### config.mk
export PLATFORM = sky130hd
export DESIGN_NAME = lrs_retain
export DESIGN_NICKNAME = d
export VERILOG_FILES = /design/src/rtl/core/lrs_pkg.sv /design/src/rtl/core/lrs_retain.sv
export SDC_FILE = /design/constraint.sdc
export NUM_CORES = 1
export LEC_CHECK = 0
export CORE_UTILIZATION = 25
export CTS_BUF_LIST = sky130_fd_sc_hd__clkbuf_8
export DETAILED_ROUTE_END_ITERATION = 10
export DONT_BUFFER_PORTS = 1
export HOLD_SLACK_MARGIN = 0.08
export PLACE_DENSITY_LB_ADDON = 0.3
export SYNTH_ARGS = -nofsm -noshare
export SYNTH_HDL_FRONTEND = slang
export SYNTH_SLANG_ARGS = --single-unit
### constraint.sdc
create_clock -name clock -period 8.7 [get_ports clock]
set_input_delay 0.435 -clock clock [delete_from_list [all_inputs] [get_ports clock]]
set_output_delay 0.435 -clock clock [all_outputs]
set_load 0.03 [all_outputs]
### src/rtl/core/lrs_pkg.sv
package lrs_pkg;

   localparam int TIME_WIDTH_DEF  = 32;
   localparam int FRAC_BITS_DEF   = 16;

   localparam int TIME_IN_WIDTH   = 32;
   localparam int DIV_WIDTH       = 32;
   localparam int RATE_WIDTH      = 17;
   localparam int DECAY_WIDTH     = 14;
   localparam int MODE_WIDTH      = 2;
   localparam int CSR_INDEX_WIDTH = 3;
   localparam int CSR_DATA_WIDTH  = 32;

   localparam logic [RATE_WIDTH-1:0] RATE_ONE = 17'd65536;

   // register indexes
   localparam logic [CSR_INDEX_WIDTH-1:0] CSR_MODE      = 3'd0;
   localparam logic [CSR_INDEX_WIDTH-1:0] CSR_INIT_RATE = 3'd1;
   localparam logic [CSR_INDEX_WIDTH-1:0] CSR_EPOCH     = 3'd2;
   localparam logic [CSR_INDEX_WIDTH-1:0] CSR_DECAY     = 3'd3;
   localparam logic [CSR_INDEX_WIDTH-1:0] CSR_TCONST    = 3'd4;

   // schedule modes; the spare code runs as a fixed rate
   localparam logic [MODE_WIDTH-1:0] MODE_FIXED = 2'd0;
   localparam logic [MODE_WIDTH-1:0] MODE_STEP  = 2'd1;
   localparam logic [MODE_WIDTH-1:0] MODE_EXP   = 2'd2;

   localparam logic [MODE_WIDTH-1:0]     RST_MODE      = MODE_FIXED;
   localparam logic [RATE_WIDTH-1:0]     RST_INIT_RATE = 17'd6554;
   localparam logic [DIV_WIDTH-1:0]      RST_EPOCH     = 32'd1000;
   localparam logic [DECAY_WIDTH-1:0]    RST_DECAY     = 14'd9000;
   localparam logic [DIV_WIDTH-1:0]      RST_TCONST    = 32'd1000;

   localparam logic [DECAY_WIDTH-1:0] DECAY_FULL  = 14'd10000;
   localparam logic [DECAY_WIDTH-1:0] DECAY_ROUND = 14'd5000;
   localparam int RETAIN_STEPS_PER_CYCLE = 8;

   localparam int EXP_CUTOFF = 20;
   localparam logic [63:0] LOG2E_Q60 = 64'h1715_4765_2B82_FE17;

   // log2(e) rounded to fb fraction bits
   function automatic logic [63:0] log2e_fix(input int fb);
      return (LOG2E_Q60 + (64'd1 << (59 - fb))) >> (60 - fb);
   endfunction

   function automatic logic [63:0] isqrt64(input logic [63:0] value);
      logic [63:0] v;
      logic [63:0] r;
      logic [63:0] b;
      v = value;
      r = '0;
      b = 64'd1 << 62;
      for (int i = 0; i < 32; i++) begin
         if (v >= r + b) begin
            v = v - (r + b);
            r = (r >> 1) + b;
         end else begin
            r = r >> 1;
         end
         b = b >> 2;
      end
      return r;
   endfunction

   // 2^-(2^-k) in fb fraction bits, built by repeated floor square roots
   function automatic logic [63:0] exp_root(input int k, input int fb);
      logic [63:0] root;
      root = isqrt64(64'd1 << (2 * fb - 1));
      for (int j = 1; j < k; j++) begin
         root = isqrt64(root << fb);
      end
      return root;
   endfunction

endpackage

### src/rtl/core/lrs_retain.sv
module lrs_retain
   import lrs_pkg::*;
#(
   parameter int FRAC_BITS = FRAC_BITS_DEF
) (
   input  logic                    clock,
   input  logic [DECAY_WIDTH-1:0]  decay,
   output logic [FRAC_BITS:0]      retain
);

   localparam int QW  = FRAC_BITS + 1;
   localparam int XW  = FRAC_BITS + DECAY_WIDTH;
   localparam int PER = RETAIN_STEPS_PER_CYCLE;
   localparam int RS  = (XW + PER - 1) / PER;

   logic [DECAY_WIDTH-1:0] dp;
   logic [DECAY_WIDTH-1:0] keep;
   logic [XW-1:0]          numer;

   // clamp the loss to 100 %, then round((10000 - dp) * 2^F / 10000)
   assign dp    = (decay > DECAY_FULL) ? DECAY_FULL : decay;
   assign keep  = DECAY_FULL - dp;
   assign numer = (XW'(keep) << FRAC_BITS) + XW'(DECAY_ROUND);

   logic [XW-1:0]          x_ff    [1:RS-1];
   logic [DECAY_WIDTH-1:0] rem_ff  [1:RS-1];
   logic [XW-1:0]          quot_ff [1:RS];

   for (genvar s = 0; s < RS; s++) begin : g_stage
      logic [XW-1:0]          cur_x;
      logic [DECAY_WIDTH-1:0] cur_rem;
      logic [XW-1:0]          cur_quot;
      logic [DECAY_WIDTH-1:0] rem_in;
      logic [XW-1:0]          quot_in;

      if (s == 0) begin : g_head
         assign cur_x    = numer;
         assign cur_rem  = '0;
         assign cur_quot = '0;
      end else begin : g_body
         assign cur_x    = x_ff[s];
         assign cur_rem  = rem_ff[s];
         assign cur_quot = quot_ff[s];
      end

      always_comb begin
         logic [DECAY_WIDTH:0] trial;
         int idx;
         rem_in  = cur_rem;
         quot_in = cur_quot;
         for (int j = 0; j < PER; j++) begin
            idx = XW - 1 - (s * PER + j);
            if (idx >= 0) begin
               trial = {rem_in, cur_x[idx]};
               if (trial >= {1'b0, DECAY_FULL}) begin
                  rem_in       = DECAY_WIDTH'(trial - {1'b0, DECAY_FULL});
                  quot_in[idx] = 1'b1;
               end else begin
                  rem_in = trial[DECAY_WIDTH-1:0];
               end
            end
         end
      end

      always_ff @(posedge clock) begin
         quot_ff[s+1] <= quot_in;
      end

      if (s + 1 < RS) begin : g_carry
         always_ff @(posedge clock) begin
            x_ff[s+1]   <= cur_x;
            rem_ff[s+1] <= rem_in;
         end
      end
   end

   assign retain = QW'(quot_ff[RS]);

endmodule

==> results.sh, run 1 <==
export IMPL_grt_pass1_vias=5857
export IMPL_syn_inst=834
export IMPL_clkLatencyLatePin_ns=0.37
export IMPL_drtIter0Drc=558
export IMPL_ctsHoldBuffers=0
export IMPL_htreeDepth=3
export IMPL_cts_made_buffers=9
export IMPL_core_sq_um=25400
export IMPL_drv_cap=0
export IMPL_cts_tree="yes"
export IMPL_gr_total_overflow=0
export IMPL_clock_skew_final_ns=0.0233
export IMPL_crit_path_start_kind="flip-flop"
export IMPL_crit_buf_inv=6
export IMPL_clkTransAtPathRegs_ns=0.10
export IMPL_ant_nets=0
export IMPL_syn_area_sq_um=6520
export IMPL_met3_length_um=757
export IMPL_wl_met1_um=8680
export IMPL_rows=58
export IMPL_start_util_pct=25.7
export IMPL_synth_top_flop_cell="dfxtp_1"
export IMPL_die_w_um=164
export IMPL_nNetsFinal=925
export IMPL_yosys_warnings=0
export IMPL_required_ns=8.98
export IMPL_setup_viol=0
export IMPL_ios=32
export IMPL_via_per_inst=5.21
export IMPL_gp_congestion=0.906
export IMPL_antenna_found_initial=0
export IMPL_die_y_um=164
export IMPL_yosysSeqAreaShare_pct=20.6
export IMPL_drc=0
export IMPL_ys_ff_latch=67
export IMPL_routed_wirelength_um=17500
export IMPL_ys_types=99
export IMPL_min_period_over_period_pct=96.2
export IMPL_crit_type="reg -> reg"
export IMPL_hold_violations=0
export IMPL_syn_num_nets=870
export IMPL_cp_slowest_cell="or4_4"
export IMPL_clockBufferDepth=2
export IMPL_end_kind="flip-flop"
export IMPL_synth_area_per_cell_sq_um=7.82
export IMPL_ctsRootBufferMaster="clkbuf_8"
export IMPL_vias=6375
export IMPL_crit_top_cell="nand2_1"
export IMPL_synth_async_reset_ratio_pct=0
export IMPL_die_area_sq_um=26700
export IMPL_cpPeakStageDelay_ns=0.56
export IMPL_critical_path_max_fanout=8
export IMPL_portBuffers=0
export IMPL_ff_latch_area_sq_um=1350
export IMPL_synth_area_top_cells="dfxtp_1, xnor2_1, nand2_1, xor2_1, ha_1"
export IMPL_grt_max_degree=15
export IMPL_dp_hpwl_um=13400
export IMPL_timing_hold_worst_class="in -> reg"
export IMPL_multi_input_area_sq_um=5140
export IMPL_fill_cells=2730
export IMPL_cts_sinks=67
export IMPL_area_delta_synth_final_pct=18.9
export IMPL_critPathTopFamily="compound AO/OA/AOI/OAI gates"
export IMPL_firstDrtPassIters=5
export IMPL_antenna_cells=0
export IMPL_synth_edf_count=0
export IMPL_finalSetupTns_ns=0
export IMPL_status="finished, final reports clean"
export IMPL_layout_min_cycle_time_ns=8.37
export IMPL_top_layer_used="met4"
export IMPL_worst_pin_slew_ns=0.945
export IMPL_max_slew_margin_rel_pct=36.8
export IMPL_grt_usage_pct=13.1
export IMPL_yosys_area_top_type="dfxtp_1"
export IMPL_drive_gt1_share_pct=21.3
export IMPL_synth_top_area_share_pct=20.6
export IMPL_fmax_ghz=0.119
export IMPL_finalMaxSlewViolations=0
export IMPL_wl_per_cell_um=14.3
export IMPL_grt_pass1_wl_um=28600
export IMPL_wl_met2_um=7770
export IMPL_worstPathArrival_ns=8.65
## synthesized netlist by cell type, types with 8 or more instances
master and count:
o21a_1 12, a21oi_1 38, xnor2_1 52, a21o_1 12, nand3_1 39, nor3_1 29
nand4_1 9, and2_1 9, mux2_2 11, nor2b_1 8, buf_2 8, or3_1 10
o21ai_1 12, mux2i_1 17, and3_1 13, clkbuf_1 14, inv_1 32, dfxtp_1 67
nor2_1 63, a211oi_1 11, o21ai_0 30, ha_1 21, nand2_1 86, xor2_1 33
o211ai_1 12
## worst reg2reg max path, delay by kind of cell, from the launching register on
kind,cells,cell delay [ns]
adder cells (fa/ha/maj),3,0.64
buffers and inverters,6,0.72
AO/OA/AOI/OAI,18,3.70
multiplexers,3,0.88
flip-flops,1,0.38
AND/OR/NAND/NOR,12,1.95
## cells by family after synthesis
group,after synthesis,share of synthesized area (%)
DFF,67,20.6
and+or+nand+nor,315,24.6
muxes,33,5.52
xor gates and xnor gates,85,11.4
buffers and inverters,61,4.03
AOI/OAI and AO/OA,252,29.8
adders and majority gates,21,4.03
## path summary, 6_finish.rpt
| kind | slack, ns | cells after the start | startpoint | endpoint |
|---|---|---|---|---|
| hold / removal | 0.15 | 1 | decay[13] | rem_ff[0][21] |
| hold reg to reg | 0.33 | 0 | quot_ff[0][105] | quot_ff[0][135] |
| setup / recovery | 0.33 | 42 | rem_ff[0][31] | rem_ff[0][50] |
| setup reg to reg | 0.33 | 42 | rem_ff[0][31] | rem_ff[0][50] |
## layout by cell type, fill, tap and decap left out, types with 8 or more instances in the layout
master and instances:
o21a_1 10, o211ai_1 12, ha_1 17, nand2_1 84
nor2_1 60, a211oi_1 10, clkbuf_8 9, buf_4 68
o21ai_1 12, and3_1 13, nand3_1 39, or3_1 9
mux2i_1 15, xor2_1 33, a21oi_1 36, nor2b_1 8
nor3_1 26, o21ai_0 28, dfxtp_1 63, mux2_2 11
xnor2_1 51, inv_1 29, a21o_1 12, nand4_1 9
## state kept, by name, summed over array words and instances (netlist names)
name     cells
quot_ff     31
x_ff         6
rem_ff      30
## through the flow
| stage | util [%] | cell area [sq um] | hold slack [ns] | instances | setup WS, ns |
|---|---|---|---|---|---|
| 2_1_floorplan | - | 6520 | 0.310 | 834 | 0.0153 |
| 3_3_place_gp | 28.2 | 7150 | 0.311 | 1184 | 0.0805 |
| 3_5_place_dp | 28.2 | 7150 | 0.312 | 1184 | -0.142 |
| 4_1_cts | 29.2 | 7410 | 0.117 | 1204 | 0.00881 |
| 5_1_grt | 30.5 | 7760 | 0.122 | 1224 | -0.0955 |
| 6_report | 30.5 | 7760 | 0.146 | 1224 | 0.332 |
## repair_timing
action	CTS	global route
gates resized for setup	9	50
setup buffers	4	20
setup endpoints to repair	6	11
pin swaps	5	29
hold endpoints to repair	0	0
## final cells by class
| class | count | area share [%] |
|---|---|---|
| clock inverter | 7 | 0.742 |
| inverter | 35 | 1.76 |
| tap | 330 | 5.32 |
| sequential | 67 | 17.4 |
| clock buffer | 9 | 1.60 |
| timing repair buffer | 70 | 6.87 |
| multi-input combinational | 706 | 66.3 |
## routing by layer
layer	GRT usage [%]	up-vias
li1	-	3228
met1	17.7	2944
met2	20.9	178
met3	2.06	25
met4	4.63	0
met5	0	-
Power of run 1 is not shown: default switching activity piles up to over one toggle a cycle in this logic, so the estimate is an artifact.
==> inputs of run 2 (changes only) <==
--- a/config.mk
+++ b/config.mk
@@ -11,6 +11,7 @@
 export DONT_BUFFER_PORTS = 1
 export HOLD_SLACK_MARGIN = 0.08
 export PLACE_DENSITY_LB_ADDON = 0.3
+export RECOVER_POWER = 50
 export SYNTH_ARGS = -nofsm -noshare
 export SYNTH_HDL_FRONTEND = slang
 export SYNTH_SLANG_ARGS = --single-unit
==> results.sh, run 2 (synthesis results as in run 1) <==
export IMPL_cts_sinks=67
export IMPL_drtIter0Drc=558
export IMPL_required_ns=8.98
export IMPL_grt_usage_pct=13.1
export IMPL_gp_congestion=0.906
export IMPL_die_w_um=164
export IMPL_largest_registers="quot_ff x31, rem_ff x30, x_ff x6"
export IMPL_drc=0
export IMPL_min_period_over_period_pct=96.1
export IMPL_timing_hold_worst_class="in -> reg"
export IMPL_grt_pass1_vias=5857
export IMPL_core_sq_um=25400
export IMPL_design_area_sq_um=7760
export IMPL_critPathTopFamily="compound AO/OA/AOI/OAI gates"
export IMPL_wl_per_cell_um=14.3
export IMPL_area_delta_synth_final_pct=18.9
export IMPL_crit_top_cell="nand2_1"
export IMPL_vias=6375
export IMPL_layout_min_cycle_time_ns=8.36
export IMPL_ant_nets=0
export IMPL_portBuffers=0
export IMPL_ctsHoldBuffers=0
export IMPL_hold_ws_ns=0.146
export IMPL_worst_pin_slew_ns=0.942
export IMPL_die_y_um=164
export IMPL_drive_gt1_share_pct=21.3
export IMPL_die_area_sq_um=26700
export IMPL_finalSetupTns_ns=0
export IMPL_clkLatencyLatePin_ns=0.37
export IMPL_antenna_cells=0
export IMPL_final_common_cell="nand2_1"
export IMPL_gr_total_overflow=0
export IMPL_regMostFlops="quot_ff"
export IMPL_drv_cap=0
export IMPL_routed_wirelength_um=17500
export IMPL_worstPathArrival_ns=8.64
export IMPL_start_util_pct=25.7
export IMPL_cts_tree="yes"
export IMPL_hold_violations=0
export IMPL_crit_path_start_kind="flip-flop"
export IMPL_cts_made_buffers=9
export IMPL_ctsRootBufferMaster="clkbuf_8"
export IMPL_dpl_instance_area_sq_um=7150
export IMPL_via_per_inst=5.21
export IMPL_ios=32
export IMPL_antenna_found_initial=0
export IMPL_clkTransAtPathRegs_ns=0.10
export IMPL_fmax_ghz=0.120
export IMPL_critical_path_max_fanout=8
export IMPL_nNetsFinal=925
export IMPL_cpPeakStageDelay_ns=0.56
export IMPL_firstDrtPassIters=5
export IMPL_finalMaxSlewViolations=0
export IMPL_clock_skew_final_ns=0.0233
export IMPL_clockBufferDepth=2
export IMPL_grt_pass1_wl_um=28600
export IMPL_rows=58
export IMPL_utilization_pct=30.5
export IMPL_htreeDepth=3
export IMPL_cp_slowest_cell="or4_4"
export IMPL_dp_hpwl_um=13400
export IMPL_max_slew_margin_rel_pct=37.1
export IMPL_crit_type="reg -> reg"
export IMPL_layout_common_cells="nand2_1, buf_4, dfxtp_1"
export IMPL_setup_viol=0
export IMPL_fill_cells=2730
export IMPL_status="finished, final reports clean"
export IMPL_largest_reg_flops=31
export IMPL_grt_max_degree=15
export IMPL_end_kind="flip-flop"
export IMPL_crit_buf_inv=6
[run 2: final timing paths]
path | startpoint | end | slack (ns) | depth (start not counted)
setup / recovery | rem_ff[0][31] | rem_ff[0][50] | 0.34 | 42
hold / removal | decay[13] | rem_ff[0][21] | 0.15 | 1
setup reg to reg | rem_ff[0][31] | rem_ff[0][50] | 0.34 | 42
hold reg to reg | quot_ff[0][105] | quot_ff[0][135] | 0.33 | 0
[run 2: area by class of cell]
type                            instances  area (sq um)  area share (%)
Inverter                               35           136            1.76
Multi-Input combinational cell        706          5140            66.3
Clock buffer                            9           124            1.60
Tap cell                              330           413            5.32
Timing Repair Buffer                   70           533            6.87
Sequential cell                        67          1350            17.4
Clock inverter                          7          57.6           0.742
[run 2: repair_timing]
action                                 4_1_cts  5_1_grt
pin swaps                                    5       29
gates resized for setup                      9       50
buffers inserted                             4       20
setup endpoints to repair                    6       11
endpoints found under the hold margin        0        0
[run 2: per-layer routing]
metal | GRT usage (%) | routed length, um
met1 | 17.7 | 8650
met5 | 0 | 0
met2 | 20.9 | 7760
met3 | 2.06 | 755
met4 | 4.63 | 300
[run 2: stage by stage]
stage / setup WS, ns / std cells
floorplan: 0.0153 / 834
global placement: 0.0805 / 1184
detailed placement: -0.142 / 1184
CTS: 0.00881 / 1204
global route: -0.0955 / 1224
finish: 0.336 / 1224
Power of run 2 is left out for the same reason.
